===== config.mk =====
export PLATFORM = sky130hd
export DESIGN_NAME = cgs_queue
export DESIGN_NICKNAME = d
export VERILOG_FILES = /design/src/rtl/core/cgs_pkg.sv /design/src/rtl/core/cgs_queue.sv
export SDC_FILE = /design/constraint.sdc
export NUM_CORES = 1
export LEC_CHECK = 0
export BUFFER_PORTS_ARGS = -buffer_cell sky130_fd_sc_hd__buf_2
export CORE_AREA = 2 2 114 116
export DETAILED_ROUTE_END_ITERATION = 10
export DIE_AREA = 0 0 116 118
export PLACE_DENSITY = 0.65
export SLEW_MARGIN = 20
export SYNTH_ARGS = -nofsm -noshare
export SYNTH_HDL_FRONTEND = slang
export SYNTH_SLANG_ARGS = --single-unit

===== constraint.sdc =====
create_clock -name clock -period 5 [get_ports clock]
set_input_delay 0.25 -clock clock [delete_from_list [all_inputs] [get_ports clock]]
set_output_delay 0.25 -clock clock [all_outputs]
set_load 0.005 [all_outputs]

===== src/rtl/core/cgs_pkg.sv =====
package cgs_pkg;

   // Configuration register indexes.
   localparam logic [1:0] CSR_SAMPLE_RATE = 2'd0;
   localparam logic [1:0] CSR_CURVE_EXP   = 2'd1;
   localparam logic [1:0] CSR_NUM_CHAN    = 2'd2;

   localparam logic [15:0] RATE_RESET     = 16'd12288;
   localparam logic [15:0] CURVE_RESET    = 16'd256;
   localparam logic [6:0]  NUM_CHAN_RESET = 7'd1;

   localparam logic signed [15:0] LINEAR_POS = 16'sd256;
   localparam logic signed [15:0] LINEAR_NEG = -16'sd256;

   localparam logic [16:0] Q16_ONE = 17'd65536;
   localparam logic [24:0] SPAN_ONE = 25'd1;

   typedef struct packed {
      logic [5:0]         channel;
      logic signed [31:0] sample_in;
      logic [19:0]        glide_ms;
      logic               reset_request;
   } req_type;

   typedef struct packed {
      logic signed [31:0] sample_out;
      logic [5:0]         out_channel;
   } rsp_type;

   typedef struct packed {
      logic [15:0]        sample_rate_khz;
      logic signed [15:0] curve_exponent;
      logic [6:0]         num_channels;
   } cfg_type;

   // One classified request as it travels from the front to the back.
   typedef struct packed {
      logic [5:0]         channel;
      logic signed [31:0] sample_in;
      logic [24:0]        span;
      logic               reset_request;
   } job_type;

   // Per-channel state word.
   typedef struct packed {
      logic signed [31:0] last_target;
      logic signed [31:0] last_output;
      logic signed [31:0] glide_start;
      logic signed [32:0] glide_delta;
      logic [24:0]        samples_left;
   } entry_type;

   typedef logic [29:0] fac_table_type [16];

   function automatic logic [63:0] isqrt_const(input logic [63:0] value);
      logic [63:0] v;
      logic [63:0] r;
      logic [63:0] b;
      v = value;
      r = 64'd0;
      b = 64'd1 << 62;
      for (int i = 0; i < 32; i++) begin
         if (v >= r + b) begin
            v = v - (r + b);
            r = (r >> 1) + b;
         end else begin
            r = r >> 1;
         end
         b = b >> 2;
      end
      return r;
   endfunction

   // Factors 2^(-2^-(k+1)) in Q30 for entry k, each the square root of the one before.
   function automatic fac_table_type gen_fac_table();
      fac_table_type t;
      logic [63:0]   f;
      f = isqrt_const(64'd1 << 59);
      for (int k = 0; k < 16; k++) begin
         t[k] = f[29:0];
         f = isqrt_const(f << 30);
      end
      return t;
   endfunction

   localparam fac_table_type FAC_TABLE = gen_fac_table();

endpackage


===== src/rtl/core/cgs_queue.sv =====
module cgs_queue (
   input  logic             clock,
   input  logic             reset,
   input  logic             push,
   input  cgs_pkg::job_type push_job,
   input  logic             pop,
   output cgs_pkg::job_type head,
   output logic             not_empty,
   output logic             full
);

   import cgs_pkg::*;

   job_type    slot_ff [2];
   logic       wr_ptr_ff;
   logic       rd_ptr_ff;
   logic [1:0] count_ff;
   logic [1:0] count_in;

   assign head      = slot_ff[rd_ptr_ff];
   assign not_empty = (count_ff != 2'd0);
   assign full      = (count_ff == 2'd2);

   always_comb begin
      count_in = count_ff;
      if (push && !pop) begin
         count_in = count_ff + 2'd1;
      end else if (pop && !push) begin
         count_in = count_ff - 2'd1;
      end
   end

   always_ff @(posedge clock) begin
      if (reset) begin
         wr_ptr_ff <= 1'b0;
         rd_ptr_ff <= 1'b0;
         count_ff  <= 2'd0;
      end else begin
         count_ff <= count_in;
         if (push) begin
            wr_ptr_ff <= !wr_ptr_ff;
         end
         if (pop) begin
            rd_ptr_ff <= !rd_ptr_ff;
         end
      end
      if (push) begin
         slot_ff[wr_ptr_ff] <= push_job;
      end
   end

endmodule


Word-level counts from Yosys, hierarchy flattened
Memories as Yosys holds them, arrays and structs flattened. A register that Yosys moved wholly into a read port is not among the register bits.
Cells that the tools add are included.

storage, ports and cells
  bits in registers = 4
  bits in writable memories = 128
  output and inout bits = 66
  word-level logic and storage cells = 21
  memories = 1

cells by class
  add/sub/neg operators = 2
  equality and inequality tests = 1
  muxes and demuxes = 6
  reductions and logical operators = 8

memories
  memory   words  width  rd ports  clocked after Yosys merged registers in  wr ports  RTL line         text
  slot_ff  2      64     1         1                                        1         cgs_queue.sv:14  job_type slot_ff [2];

operator list
  operator             count
  $logic_not 1->1      4
  $mux 1               4
  $mux 2               2
  $reduce_bool 2->1    2
  $add 2x1->2 const B  1
  $eq 2x2->1 const B   1
  $logic_and 1x1->1    2
  $sub 2x1->2 const B  1

Logic depth before layout (Yosys ltp)
  depth in word-level cells = 4
  depth in mapped cells = 5

Least setup slack after synthesis
OpenSTA, ideal clock, no wires.

  path kind = register -> register
  start point = register wr_ptr_ff
  end point = memory slot_ff[0][0] in the netlist's numbering, enable pin
  library setup time = 0.494 ns
  arrival time = 3.173 ns
  required time = 4.506 ns
  setup slack = 1.333 ns
  stages on the path, launching flop included = 2
  buffers on the path = 0
  period minus slack after synthesis = 3.667 ns
  cells stage by stage = dfxtp_1 nor2b_1

RTL lines
  item                    RTL line         text
  from (decl)             cgs_queue.sv:15  logic wr_ptr_ff;
  from (signal assigned)  cgs_queue.sv:41  wr_ptr_ff <= !wr_ptr_ff;
  to (decl)               cgs_queue.sv:14

No word-level cell before the write port.

==> results_dict.tcl <==
set metrics [dict create \
    dr_total_vias 2447 \
    cts-buffers-inserted 17 \
    clk_pin_slew_ps 60 \
    htreeDepth 4 \
    clkLatencyLatePin_ps 410 \
    wl_per_cell_um 15.4 \
    rr_startpoint "wr_ptr_ff" \
    core_sq_um 12400 \
    syn-num-nets 290 \
    cp-start-kind "flip-flop" \
    place_inst 521 \
    worstMarginPinSlew_ps 924 \
    cp.arrival_ps 2290 \
    leakage_nw 2.35 \
    setup_viol 0 \
    syn_area_sq_um 4850 \
    diodes 0 \
    grt_pass1_vias 2582 \
    yosys_register_bits 133 \
    drt_iter0_markers 78 \
    yosys.area.top_type "edfxtp_1" \
    synth_ff_type "edfxtp_1" \
    vdd_ir_drop_max_v 0.000213 \
    reg2reg_to "slot_ff[0][35]" \
    synthTopCellsByArea "edfxtp_1 (79%), mux2_2 (15%), dfxtp_1 (2.1%), buf_6 (1.4%), xnor2_1 (0.36%)" \
    holdBufCountCts 0 \
    relSlewSlack_pct 38.3 \
    crit_path_end_kind "primary output" \
    hold_path_end "slot_ff[1][38]" \
    first_pass_iters 4 \
    vias_per_cell 4.43 \
    holdCritPathClass "in -> reg" \
    antenna_found_initial 0 \
    critPathBufInv 2 \
    grt_first_pass_wirelength_um 13000 \
    hold_violations 0 \
    fmax_mhz 394 \
    synthToLayoutAreaGrowth_pct 29.3 \
    layout_min_cycle_time_ps 2540 \
    timing.final.crit_share_pct 50.7 \
    nNetsFinal 437 \
    yosys-top-cells-count "edfxtp_1 (128), mux2_2 (64), buf_6 (6), dfxtp_1 (5), nor2_1 (4)" \
    cts_tree "yes" \
    drtAntennaViolNets 0 \
    worst_ep_required_time_ps 4750 \
    fin_setup_tns_ps 0 \
    p_per_area_nw_per_um2 443 \
    gr-total-overflow 0 \
    cts_root_buf "clkbuf_16" \
    die_height_um 118 \
    max-cap-violations 0 \
    final_cells 552 \
    crit_type "reg -> out" \
    drive_above_1_share_pct 61.1 \
    io_pins 134 \
    slowest_stage "dfxtp_2" \
    r2r_cells 2 \
    rrSetupSlack_ps 2980 \
    drt-total-wl_um 8500 \
    chipWidth_um 116 \
    clockBufferDepth 2 \
    hpwl_um 5360 \
    outcome "completed" \
    grt_usage_pct 13.0 \
    synth_top_area_share_pct 79.3 \
    crit_fanout 35 \
    netlist_instances 221 \
    setup_ws_ps 2460 \
    drcViolationCount 0 \
    cts-resized-gates 0 \
    portBuffers 133 \
    ys_seq_area_share_pct 81.3 \
    drv_slew 0 \
    grt_max_degree 65 \
    slowest_delay_ps 800 \
    die_area_sq_um 13700 \
    cts_sinks 133 \
    fin_worst_skew_ps 5.61 \
    gp_congestion 0.659 \
    rows 41 \
    crit_family "flip-flops" \
    synthDistinctLibCells 17 \
    start_util_pct 39.1 \
    synth.most_common_cell "edfxtp_1" \
    cts_setup_buffers 0 \
    syn_area_per_cell_sq_um 21.9 \
    synth_edf_count 128 \
    rsz0062_at_grt "false" \
    place_ws_ps 2820 \
    critical_path.cell_chain "buf_4 -> mux2_2 -> buf_2" \
    ys_async_sr_fraction_pct 0 \
    hold_path_depth 1 \
    ys_warn_count 0 \
    hp-start "push_job[38]" \
    num-fill-cells 1072 \
]
flip-flops by register name (all words and copies together) (netlist names), named ones only:
| register | count |
|---|---|
| count_ff | 2 |
| wr_ptr_ff | 1 |
| rd_ptr_ff | 1 |
| slot_ff | 128 |
worst max-delay path by stage:
stage	startpoint	to	slack, ps	cells after the start
2_1_floorplan	wr_ptr_ff	slot_ff[0][0]	1330	1
3_3_place_gp	push	slot_ff[0][42]	2840	3
3_5_place_dp	push	slot_ff[0][42]	2820	3
4_1_cts	flip-flop	head[56]	2380	3
5_1_grt	flip-flop	head[56]	2290	3
6_report	flip-flop	head[56]	2460	3
worst register-to-register path: cells and delay by family, from the launching register on:
family / cells / cell delay, ps
buf+inv: 1 / 560
flops: 1 / 350
simple gates: 1 / 740
logic make-up (layout without fill, tap and decap cells):
kind of cell | Yosys count | count (layout) | share of synthesized area, %
mux | 64 | 64 | 14.9
compound gates | 2 | 2 | 0.206
fa+ha+maj | 1 | 1 | 0.258
flops | 133 | 133 | 81.3
buf+inv | 8 | 167 | 1.63
simple gates | 9 | 9 | 1.01
xor+xnor | 4 | 4 | 0.723
through the flow:
step / hold slack, ps / total power [mW] / util, % / area [sq um]
final: 27.2 / 2.78 / 50.5 / 6270
after detailed placement: 441 / 1.59 / 45.8 / 5680
after CTS: 4.79 / 2.82 / 50.5 / 6270
after global placement: 439 / 1.58 / 45.8 / 5680
after global routing: 6.10 / 2.89 / 50.5 / 6270
after floorplan: 319 / 1.48 / - / 4850
metal layers:
metal  GRT usage (%)  part of all wire, %  vias to the layer above
li1                -                    -                     1163
met1            15.4                   43                     1186
met2            20.2                   48                       90
met3            6.75                  8.3                        8
met4            4.46                 0.81                        0
met5               0                    0                        -
where the power goes:
part / internal [mW] / total (mW) / switching (mW)
clock network: 0.778 / 1.22 / 0.442
registers: 1.30 / 1.33 / 0.0256
logic: 0.123 / 0.229 / 0.106
placed cells by master (no fill, tap or decap):
master	netlist	routed
buf_2	0	133
edfxtp_1	128	128
mux2_2	64	64
clkbuf_16	0	17
nor2_1	4	4
clkinvlp_4	0	4
dfxtp_1	5	4
bufinv_16	0	3
xor2_1	2	2
xnor2_1	2	2
clkinv_1	0	2
clkinv_4	0	2
buf_4	1	2
and2b_2	1	1
and2_4	0	1
inv_1	1	1
or2_2	1	1
nor2b_4	0	1
o21ai_0	1	1
or3_1	1	1
a21oi_1	1	1
ha_1	1	1
dfxtp_2	0	1
clkbuf_1	0	1
clkinv_2	0	1
inv_6	0	1
area by class of cell:
cell class	instances	area, sq um	area share [%]
sequential	133	3950	62.9
tap	172	215	3.43
clock buffer	18	429	6.84
inverter	1	3.75	0.0599
multi-input combinational	80	837	13.4
timing repair buffer	135	681	10.9
clock inverter	13	159	2.53
No activity file was read; power rests on OpenSTA's default activity.
