### config.mk
export PLATFORM = sky130hd
export DESIGN_NAME = cgs_front
export DESIGN_NICKNAME = d
export VERILOG_FILES = /design/src/rtl/core/cgs_pkg.sv /design/src/rtl/core/cgs_front.sv
export SDC_FILE = /design/constraint.sdc
export NUM_CORES = 1
export LEC_CHECK = 0
export ABC_AREA = 1
export BUFFER_PORTS_ARGS = -buffer_cell sky130_fd_sc_hd__buf_2
export CAP_MARGIN = 30
export CORE_ASPECT_RATIO = 1.75
export CORE_UTILIZATION = 65
export CTS_BUF_LIST = sky130_fd_sc_hd__clkbuf_8 sky130_fd_sc_hd__clkbuf_16
export DETAILED_ROUTE_END_ITERATION = 16
export PLACE_DENSITY = 0.88
export SETUP_SLACK_MARGIN = 0.2
export SLEW_MARGIN = 25
export SYNTH_ARGS = -nofsm -noshare
export SYNTH_HDL_FRONTEND = slang
export SYNTH_SLANG_ARGS = --single-unit
### constraint.sdc
create_clock -name clock -period 15.5 [get_ports clock]
set_input_delay 3.1 -clock clock [delete_from_list [all_inputs] [get_ports clock]]
set_output_delay 3.1 -clock clock [all_outputs]
set_load 0.01 [all_outputs]
### src/rtl/core/cgs_pkg.sv
package cgs_pkg;

   // Configuration register indexes.
   localparam logic [1:0] CSR_SAMPLE_RATE = 2'd0;
   localparam logic [1:0] CSR_CURVE_EXP   = 2'd1;
   localparam logic [1:0] CSR_NUM_CHAN    = 2'd2;

   localparam logic [15:0] RATE_RESET     = 16'd12288;
   localparam logic [15:0] CURVE_RESET    = 16'd256;
   localparam logic [6:0]  NUM_CHAN_RESET = 7'd1;

   localparam logic signed [15:0] LINEAR_POS = 16'sd256;
   localparam logic signed [15:0] LINEAR_NEG = -16'sd256;

   localparam logic [16:0] Q16_ONE = 17'd65536;
   localparam logic [24:0] SPAN_ONE = 25'd1;

   typedef struct packed {
      logic [5:0]         channel;
      logic signed [31:0] sample_in;
      logic [19:0]        glide_ms;
      logic               reset_request;
   } req_type;

   typedef struct packed {
      logic signed [31:0] sample_out;
      logic [5:0]         out_channel;
   } rsp_type;

   typedef struct packed {
      logic [15:0]        sample_rate_khz;
      logic signed [15:0] curve_exponent;
      logic [6:0]         num_channels;
   } cfg_type;

   // One classified request as it travels from the front to the back.
   typedef struct packed {
      logic [5:0]         channel;
      logic signed [31:0] sample_in;
      logic [24:0]        span;
      logic               reset_request;
   } job_type;

   // Per-channel state word.
   typedef struct packed {
      logic signed [31:0] last_target;
      logic signed [31:0] last_output;
      logic signed [31:0] glide_start;
      logic signed [32:0] glide_delta;
      logic [24:0]        samples_left;
   } entry_type;

   typedef logic [29:0] fac_table_type [16];

   function automatic logic [63:0] isqrt_const(input logic [63:0] value);
      logic [63:0] v;
      logic [63:0] r;
      logic [63:0] b;
      v = value;
      r = 64'd0;
      b = 64'd1 << 62;
      for (int i = 0; i < 32; i++) begin
         if (v >= r + b) begin
            v = v - (r + b);
            r = (r >> 1) + b;
         end else begin
            r = r >> 1;
         end
         b = b >> 2;
      end
      return r;
   endfunction

   // Factors 2^(-2^-(k+1)) in Q30 for entry k, each the square root of the one before.
   function automatic fac_table_type gen_fac_table();
      fac_table_type t;
      logic [63:0]   f;
      f = isqrt_const(64'd1 << 59);
      for (int k = 0; k < 16; k++) begin
         t[k] = f[29:0];
         f = isqrt_const(f << 30);
      end
      return t;
   endfunction

   localparam fac_table_type FAC_TABLE = gen_fac_table();

endpackage

### src/rtl/core/cgs_front.sv
module cgs_front (
   input  logic            clock,
   input  logic            reset,
   input  logic            req_valid,
   output logic            req_stall,
   input  cgs_pkg::req_type req_payload,
   input  logic [15:0]     sample_rate_khz,
   input  logic            hold,
   input  logic            queue_full,
   output logic            push,
   output cgs_pkg::job_type push_job
);

   import cgs_pkg::*;

   logic        front_valid_ff;
   logic        front_valid_in;
   req_type     front_req_ff;
   logic        accept;
   logic [35:0] span_prod;
   logic [35:0] span_round;

   assign req_stall = hold || (front_valid_ff && queue_full);
   assign accept    = req_valid && !req_stall;
   assign push      = front_valid_ff && !queue_full;

   // Span in samples: round(ms * rate) + 1, both in fixed point.
   assign span_prod  = 36'(front_req_ff.glide_ms) * 36'(sample_rate_khz);
   assign span_round = span_prod + 36'd2048;

   always_comb begin
      push_job.channel       = front_req_ff.channel;
      push_job.sample_in     = front_req_ff.sample_in;
      push_job.span          = 25'(span_round >> 12) + SPAN_ONE;
      push_job.reset_request = front_req_ff.reset_request;
   end

   always_comb begin
      front_valid_in = front_valid_ff;
      if (accept) begin
         front_valid_in = 1'b1;
      end else if (push) begin
         front_valid_in = 1'b0;
      end
   end

   always_ff @(posedge clock) begin
      if (reset) begin
         front_valid_ff <= 1'b0;
      end else begin
         front_valid_ff <= front_valid_in;
      end
      if (accept) begin
         front_req_ff <= req_payload;
      end
   end

endmodule

Word level (Yosys, flattened, before mapping):

Index checks and enable logic that the tools add are counted.

* bits in registers: 60
* word-level logic and storage cells: 17

* add/subtract/negate cells: 2
* multiply operators: 1
* mux-type cells: 2
* reductions and logical operators: 7

Operators with widths (number)
* adder 36 x 12 -> 36 bit, second input constant: 1
* multiplier 20 x 16 -> 36 bit: 1
* adder 24 x 1 -> 25 bit, second input constant: 1
* logical AND 1 bit: 3
* logical NOT 1 bit: 2
* 2-to-1 mux 1 bit: 2
* nonzero test 2 bit: 1
* logical OR 1 bit: 1

Longest topological paths before layout:

Gate-level depths: netlist of the first run.

* depth in word-level cells: 5
* gate-level depth with buffers: 35

Worst setup path after synthesis of the first run:

OpenSTA, ideal clock, no wires.

* path kind: input -> output
* start: input port sample_rate_khz[1]
* end: output port push_job[25] in the netlist's numbering
* arrival: 8833 ps
* slack: 3567 ps
* stages on the path: 29
* buffers on the path: 2
* cells stage by stage: buf_4 -> clkbuf_1 -> nand2_1 -> fa_1 -> fa_1 -> inv_1 -> fa_1 -> inv_1 -> fa_1 -> fa_1 -> fa_1 -> inv_1 -> ha_1 -> nand2_1 -> nor2_1 -> nand2_1 -> nand2_1 -> inv_1 -> nand2_1 -> xor2_1 -> ha_1 -> nand2_2 -> nor2_4 -> nand2_2 -> nor2_4 -> nand2_2 -> nor2_1 -> nand3_1 -> nor2_1

RTL lines
* start: declaration: line cgs_front.sv:7 `input logic [15:0] sample_rate_khz,`
* end: declaration: line cgs_front.sv:11 `output cgs_pkg::job_type push_job`

==> results.json, run 1 <==
{
  "timing.fmax_mhz": 78.0,
  "ys.flop_type": "edfxtp_1",
  "cts_htree_levels": 3,
  "routed_via_density": 5.34,
  "final_cell_mix": "nand2_1, inv_1, fa_1",
  "slowest_stage": "fa_1",
  "worstPathRequired_ns": 12.40,
  "layout-drive-gt1-share_pct": 9.78,
  "antenna_cells": 0,
  "dpl_cell_area_sq_um": 15100,
  "hold_path_class": "register to register",
  "fin_nets": 2429,
  "tightest_slew_ns": 0.932,
  "synthCells": 1927,
  "firstDrtPassIters": 7,
  "syn_nets": 2377,
  "syn_to_final_growth_pct": 6.31,
  "first_global_vias": 13500,
  "cpPeakStageDelay_ns": 0.57,
  "clk_pin_slew_worst_paths_ns": 0.05,
  "initial_utilization_pct": 66.8,
  "post_cts_buffers": 0,
  "cts_resized": 0,
  "num_rows": 71,
  "drv_slew": 0,
  "vias": 12100,
  "die_w_microns": 115,
  "critPathMaxFanout": 20,
  "regArea_sq_um": 1790,
  "cp-end-kind": "output port",
  "cts_buffer_depth": 2,
  "grt-ovfl-total": 0,
  "grt_max_degree": 44,
  "layout_commonest_cell": "nand2_1",
  "drtAntennaViolNets": 0,
  "gp_congestion": 1.04,
  "clkSinkCount": 60,
  "synthDistinctLibCells": 33,
  "fin_crit_ns": 12.81,
  "core_sq_um": 21700,
  "wire_per_inst_microns": 17.2,
  "synth_warnings": 0,
  "cts_root_buf": "clkbuf_16",
  "drc": 0,
  "clk_latency_ns": 0.32,
  "critPathKind": "input port to output port",
  "synth.avg_cell_area_sq_um": 7.52,
  "synthArstFlopShare_pct": 0,
  "cap_violations": 0,
  "drt_iter0_markers": 841,
  "finalInstanceArea_sq_um": 15400,
  "antenna_found_initial": 0,
  "grt_setup_unrepaired": "false",
  "wl_mm": 39.1,
  "synthesis.area_sq_um": 14500,
  "grt_usage_pct": 37.1,
  "status": "finished clean",
  "dp_hpwl_mm": 31.7,
  "setup_viol": 0,
  "hold_viol_final": 0,
  "timing.hold.ws_ns": 0.722,
  "die_y_microns": 200,
  "yosysSeqAreaShare_pct": 12.4,
  "tns_ns": 0,
  "hold_buffers": 0,
  "finalCritPeriodShare_pct": 82.7,
  "multiInputGateArea_sq_um": 10000,
  "critPathLaunchType": "input port",
  "nFillCells": 1776,
  "relSlewSlack_pct": 37.9,
  "cts_tree": "done",
  "io_pins": 146,
  "ys_ff_latch": 60,
  "synth-edff-count": 59,
  "skew_ns": 0.00902,
  "dieArea_sq_um": 22900,
  "grt_pass1_wl_mm": 63.8,
  "port_buffers": 145,
  "cp.arrival_ns": 9.71,
  "cts_made_buffers": 9
}
## worst max-delay path: cells and delay by family
kind                       cells  cell delay [ns]
buffers and inverters          8             0.79
xor gates and xnor gates       1             0.26
adders and majority gates      8             3.79
and+or+nand+nor               14             1.76
## metal layers
layer	GRT usage [%]	routed length, microns	up-vias
met1	37.3	12300	5790
met3	6.55	2910	205
li1	-	-	5541
met4	26.7	3040	0
met2	67.7	20800	608
met5	0	0	-
## cell families after synthesis
logic type | count (synthesis) | synth area share, %
simple gates | 758 | 21.2
buf+inv | 679 | 18.7
fa+ha+maj | 370 | 44.9
flops | 60 | 12.4
compound gates | 39 | 1.49
xor+xnor | 21 | 1.40
## flip-flops by register name (all words and copies together), names as in the netlist
| signal | count |
|---|---|
| push_job | 39 |
| front_req_ff | 20 |
| front_valid_ff | 1 |
## path summary, 6_finish.rpt
| check | depth (start not counted) | start | slack [ns] | endpoint |
|---|---|---|---|---|
| setup / recovery | 31 | sample_rate_khz[2] | 2.69 | push_job[25] |
| hold / removal | 4 | front_valid_ff$_SDFFE_PP0P_ | 0.72 | front_valid_ff$_SDFFE_PP0P_ |
| setup reg to reg | 5 | front_valid_ff$_SDFFE_PP0P_ | 13.39 | front_req_ff[4]$_DFFE_PP_ |
| hold reg to reg | 4 | front_valid_ff$_SDFFE_PP0P_ | 0.72 | front_valid_ff$_SDFFE_PP0P_ |
## cell usage after synthesis (2+ instances only)
library cell / instances / area [sq um]
edfxtp_1: 59 / 1770
nand3_1: 43 / 215
nand3b_1: 10 / 75.1
inv_1: 568 / 2130
and2_1: 2 / 12.5
nand2_2: 14 / 87.6
xor2_1: 15 / 131
clkbuf_1: 68 / 255
o21ai_0: 6 / 30.0
ha_1: 120 / 1500
nor2_2: 6 / 37.5
a21oi_1: 23 / 115
nor3_1: 5 / 25.0
nand4_1: 14 / 87.6
nor2_4: 3 / 33.8
nand2_1: 570 / 2140
inv_2: 2 / 7.51
fa_1: 250 / 5000
xnor2_1: 5 / 43.8
o21bai_1: 5 / 37.5
buf_4: 41 / 308
nor2_1: 87 / 327
## final cells by class
type,count,area share [%]
sequential,60,11.6
tap,292,2.37
clock inverter,7,0.755
timing repair buffer,150,4.95
clock buffer,9,1.46
inverter,570,13.9
multi-input combinational,1188,64.9
## through the flow
stage | setup slack (ns) | utilization, % | instances
4_1_cts | 2.71 | 71.1 | 2276
3_3_place_gp | 2.75 | 69.5 | 2260
3_5_place_dp | 2.75 | 69.5 | 2260
2_1_floorplan | 3.57 | - | 1927
6_report | 2.69 | 71.1 | 2276
5_1_grt | 2.24 | 71.1 | 2276
Power of run 1 is left out: the tool's default activity adds up to more than one toggle a clock period on the data nets, which glitch-free logic cannot reach.
==> run 2: changes to the inputs <==
- CORE_UTILIZATION: 65 -> 63
- PLACE_DENSITY: 0.88 -> 0.85
- clock period: 15.5 -> 12.29 ns (I/O delays scaled with it)
==> run 2 against run 1 <==
  * Critical path depth down 2
  * Non-clock buffer count fell by 3
  * Count of clock-buffer cells in the layout did not move
  * Sequential share of layout area is essentially flat
  * Via count up 0.30%
  * Worst hold slack lost 0.12 ns
  * Die area up 3.1%
  * Routed wire length is 0.12% higher
  * Clock skew is 0.0018 ns lower
  * Global-route usage shrank 0.72 points
  * Register-to-register slack lost 2.9 ns
  * Critical path type unchanged
  * Critical endpoint unchanged
==> results.json, run 2 (same netlist as run 1, synthesis figures left out) <==
{
  "antenna_found_initial": 1,
  "initial_utilization_pct": 64.0,
  "grt_setup_unrepaired": "false",
  "status": "finished clean",
  "slowest_stage": "fa_1",
  "clk_latency_ns": 0.33,
  "hold_path_class": "register to register",
  "dieArea_sq_um": 23600,
  "critPathLaunchType": "input port",
  "die_w_microns": 117,
  "setup_slack_ns": 0.430,
  "finalCritPeriodShare_pct": 96.5,
  "skew_ns": 0.00721,
  "final_cells": 2281,
  "final_cell_mix": "nand2_1, inv_1, fa_1",
  "cts_root_buf": "clkbuf_16",
  "drc": 0,
  "wl_mm": 39.1,
  "syn_to_final_growth_pct": 5.98,
  "routed_via_density": 5.34,
  "cap_violations": 0,
  "drv_slew": 0,
  "post_cts_buffers": 0,
  "grt_usage_pct": 36.3,
  "cts_buffer_depth": 2,
  "port_buffers": 145,
  "dpl_cell_area_sq_um": 15000,
  "finalInstanceArea_sq_um": 15400,
  "tns_ns": 0,
  "drt_iter0_markers": 708,
  "core_sq_um": 22700,
  "cts_htree_levels": 3,
  "hold_viol_final": 0,
  "layout-drive-gt1-share_pct": 9.74,
  "critPathMaxFanout": 19,
  "tightest_slew_ns": 1.01,
  "cpMostUsedCell": "fa_1",
  "critPathKind": "input port to output port",
  "layout_commonest_cell": "nand2_1",
  "relSlewSlack_pct": 32.6,
  "fin_crit_ns": 11.86,
  "gp_congestion": 1.03,
  "grt_max_degree": 61,
  "first_global_vias": 13400,
  "fin_nets": 2426,
  "cp-end-kind": "output port",
  "grt_pass1_wl_mm": 64.2,
  "num_rows": 73,
  "dp_cells": 2265,
  "clk_pin_slew_worst_paths_ns": 0.05,
  "timing.fmax_mhz": 84.3,
  "worstPathRequired_ns": 9.83,
  "clkSinkCount": 60,
  "setup_viol": 0,
  "vias": 12200,
  "grt-ovfl-total": 0,
  "wire_per_inst_microns": 17.1,
  "die_y_microns": 203,
  "dp_hpwl_mm": 32.2,
  "drtAntennaViolNets": 0,
  "dp_slack_ns": 0.426,
  "antenna_cells": 0,
  "cts_tree": "done",
  "firstDrtPassIters": 5,
  "cts_made_buffers": 9,
  "cpPeakStageDelay_ns": 0.58,
  "io_pins": 146,
  "largest_reg_flops": 39,
  "cp.arrival_ns": 9.40
}
[run 2: changes by cell type in the layout (fill, tap and decap cells not counted)]
| cell | before | now |
|---|---|---|
| bufinv_16 | 3 | 1 |
| buf_4 | 5 | 2 |
| clkinv_4 | 2 | 1 |
| ha_2 | 0 | 1 |
| inv_6 | 0 | 1 |
| buf_2 | 145 | 144 |
| ha_1 | 120 | 119 |
| clkbuf_4 | 0 | 1 |
| inv_1 | 569 | 568 |
| clkinvlp_4 | 0 | 3 |
[run 2: worst paths after layout]
path	from	to	slack, ns	cells past startpoint
setup / recovery	sample_rate_khz[1]	push_job[25]	0.43	29
hold / removal	front_valid_ff$_SDFFE_PP0P_	front_valid_ff$_SDFFE_PP0P_	0.61	4
setup reg to reg	front_valid_ff$_SDFFE_PP0P_	front_req_ff[12]$_DFFE_PP_	10.53	5
hold reg to reg	front_valid_ff$_SDFFE_PP0P_	front_valid_ff$_SDFFE_PP0P_	0.61	4
[run 2: critical path: cells and delay by family]
| kind | cells | cell delay (ns) |
|---|---|---|
| fa+ha+maj | 8 | 3.87 |
| buf+inv | 6 | 0.72 |
| xor+xnor | 1 | 0.27 |
| simple gates | 14 | 2.05 |
[run 2: area by class of cell]
type	count	area [sq um]
clock buffers	9	225
clock inverters	7	75.1
fillers	1937	7300
inverters	570	2140
multi-input cells	1188	10000
flip-flops and latches	60	1790
well taps	300	375
repair buffers	147	743
[run 2: timing repair]
action | in CTS | in global routing
hold endpoints to repair | 0 | 0
gates resized for setup | 0 | 2
hold buffers | 0 | 0
setup endpoints to repair | 0 | 1
[run 2: metrics by stage]
stage / hold slack (ns) / utilization (%)
finish: 0.606 / 67.8
global placement: 0.578 / 66.4
detailed placement: 0.595 / 66.4
floorplan: 0.524 / -
CTS: 0.609 / 67.8
global route: 0.645 / 67.8
[run 2: routing by layer]
layer / track usage (%) / wire length, microns / up-vias / part of all wire [%]
met1: 36.6 / 12300 / 5831 / 31
li1: - / - / 5531 / -
met3: 6.06 / 2550 / 230 / 6.5
met4: 25.5 / 3210 / 2 / 8.2
met5: 0 / 11 / - / 0.028
met2: 66.0 / 21000 / 586 / 54
Power of run 2 is left out for the same reason.
==> run 3: changes to the inputs <==
- CAP_MARGIN: 30 -> unset
- CORE_MARGIN: unset -> 2
- clock period: 12.29 -> 12.6 ns (I/O delays scaled with it)
==> run 3 against run 2 <==
  * Utilization down 0.083 points
  * Via count is 1.0% lower
  * First-iteration DRC count shrank 4.8%
  * Non-clock buffer count grew 1
  * Largest cell class unchanged
  * Critical path type unchanged
  * Register-to-register slack gained 0.27 ns
==> results.json, run 3 (same netlist as run 1, synthesis figures left out) <==
{
  "cpPeakStageDelay_ns": 0.55,
  "final_cell_mix": "nand2_1, inv_1, fa_1",
  "grt_usage_pct": 34.0,
  "cts_resized": 0,
  "clk_latency_ns": 0.32,
  "finish.utilization_pct": 67.7,
  "first_global_vias": 13100,
  "post_cts_buffers": 0,
  "setup_viol": 0,
  "nFillCells": 1962,
  "cap_violations": 0,
  "io_pins": 146,
  "routed_via_density": 5.28,
  "hold_buffers": 0,
  "dp_hpwl_mm": 32.5,
  "status": "finished clean",
  "die_y_microns": 205,
  "grt_setup_unrepaired": "false",
  "timing.fmax_mhz": 85.3,
  "drt_iter0_markers": 674,
  "initial_utilization_pct": 64.0,
  "critPathKind": "input port to output port",
  "cts_buffer_depth": 2,
  "path_buf_inv": 8,
  "worstPathRequired_ns": 10.08,
  "cts_root_buf": "clkbuf_16",
  "dp_cells": 2266,
  "cts_made_buffers": 9,
  "clkSinkCount": 60,
  "grt_max_degree": 61,
  "cp-end-kind": "output port",
  "skew_ns": 0.00423,
  "syn_to_final_growth_pct": 5.85,
  "cts_htree_levels": 3,
  "wl_mm": 39.0,
  "tns_ns": 0,
  "critPathMaxFanout": 20,
  "grt_pass1_wl_mm": 64.0,
  "die_w_microns": 119,
  "dieArea_sq_um": 24300,
  "path_delay_family": "adder cells",
  "tightest_slew_ns": 0.941,
  "timing.hold.ws_ns": 0.584,
  "relSlewSlack_pct": 37.3,
  "hold_viol_final": 0,
  "layout-drive-gt1-share_pct": 9.74,
  "wire_per_inst_microns": 17.1,
  "slowest_stage": "fa_1",
  "fin_nets": 2427,
  "num_rows": 73,
  "largest_reg_flops": 39,
  "clk_pin_slew_worst_paths_ns": 0.05,
  "grt-ovfl-total": 0,
  "firstDrtPassIters": 5,
  "drc": 0,
  "gp_congestion": 1.03,
  "fin_crit_ns": 11.72,
  "cts_tree": "done",
  "hold_path_class": "register to register",
  "finalCritPeriodShare_pct": 93.0,
  "drv_slew": 0,
  "drtAntennaViolNets": 0,
  "final_cells": 2283,
  "core_sq_um": 22700,
  "antenna_found_initial": 2,
  "critPathLaunchType": "input port",
  "port_buffers": 145,
  "layout_commonest_cell": "nand2_1",
  "cp.arrival_ns": 9.20,
  "vias": 12100
}
run 3: worst paths after layout:
check,cells past startpoint,to,slack (ns),from
worst max-delay path,31,push_job[25],0.88,sample_rate_khz[2]
worst min-delay path,4,front_valid_ff$_SDFFE_PP0P_,0.58,front_valid_ff$_SDFFE_PP0P_
worst min register to register,4,front_valid_ff$_SDFFE_PP0P_,0.58,front_valid_ff$_SDFFE_PP0P_
worst max register to register,5,front_req_ff[11]$_DFFE_PP_,10.80,front_valid_ff$_SDFFE_PP0P_
run 3: metal layers:
| layer | track usage (%) | part of all wire [%] |
|---|---|---|
| met1 | 35.4 | 32 |
| met2 | 64.0 | 54 |
| met3 | 3.37 | 5.5 |
| met4 | 22.8 | 8.2 |
| met5 | 0 | 0.036 |
run 3: cell type report:
class                           instances  area, sq um  share of cell area, %
Clock inverter                          7         51.3                  0.335
Clock buffer                            9          225                   1.47
Timing Repair Buffer                  148          748                   4.88
Sequential cell                        60         1790                   11.7
Inverter                              570         2140                   14.0
Tap cell                              300          375                   2.45
Multi-Input combinational cell       1188        10000                   65.2
Antenna cell                            1         2.50                 0.0163
run 3: tightest hold or removal path: cells and delay by family, from the launching register on:
| family | cells | cell delay (ns) |
|---|---|---|
| simple gates | 1 | 0.05 |
| buf+inv | 2 | 0.12 |
| compound gates | 1 | 0.07 |
| flops | 1 | 0.32 |
run 3: per-stage QoR:
step / area (sq um) / setup slack [ns]
after global placement: 15100 / 0.948
after floorplan: 14500 / 1.83
after global routing: 15300 / 0.516
after detailed placement: 15100 / 0.899
final: 15300 / 0.881
after CTS: 15300 / 0.887
Power of run 3 is left out for the same reason.
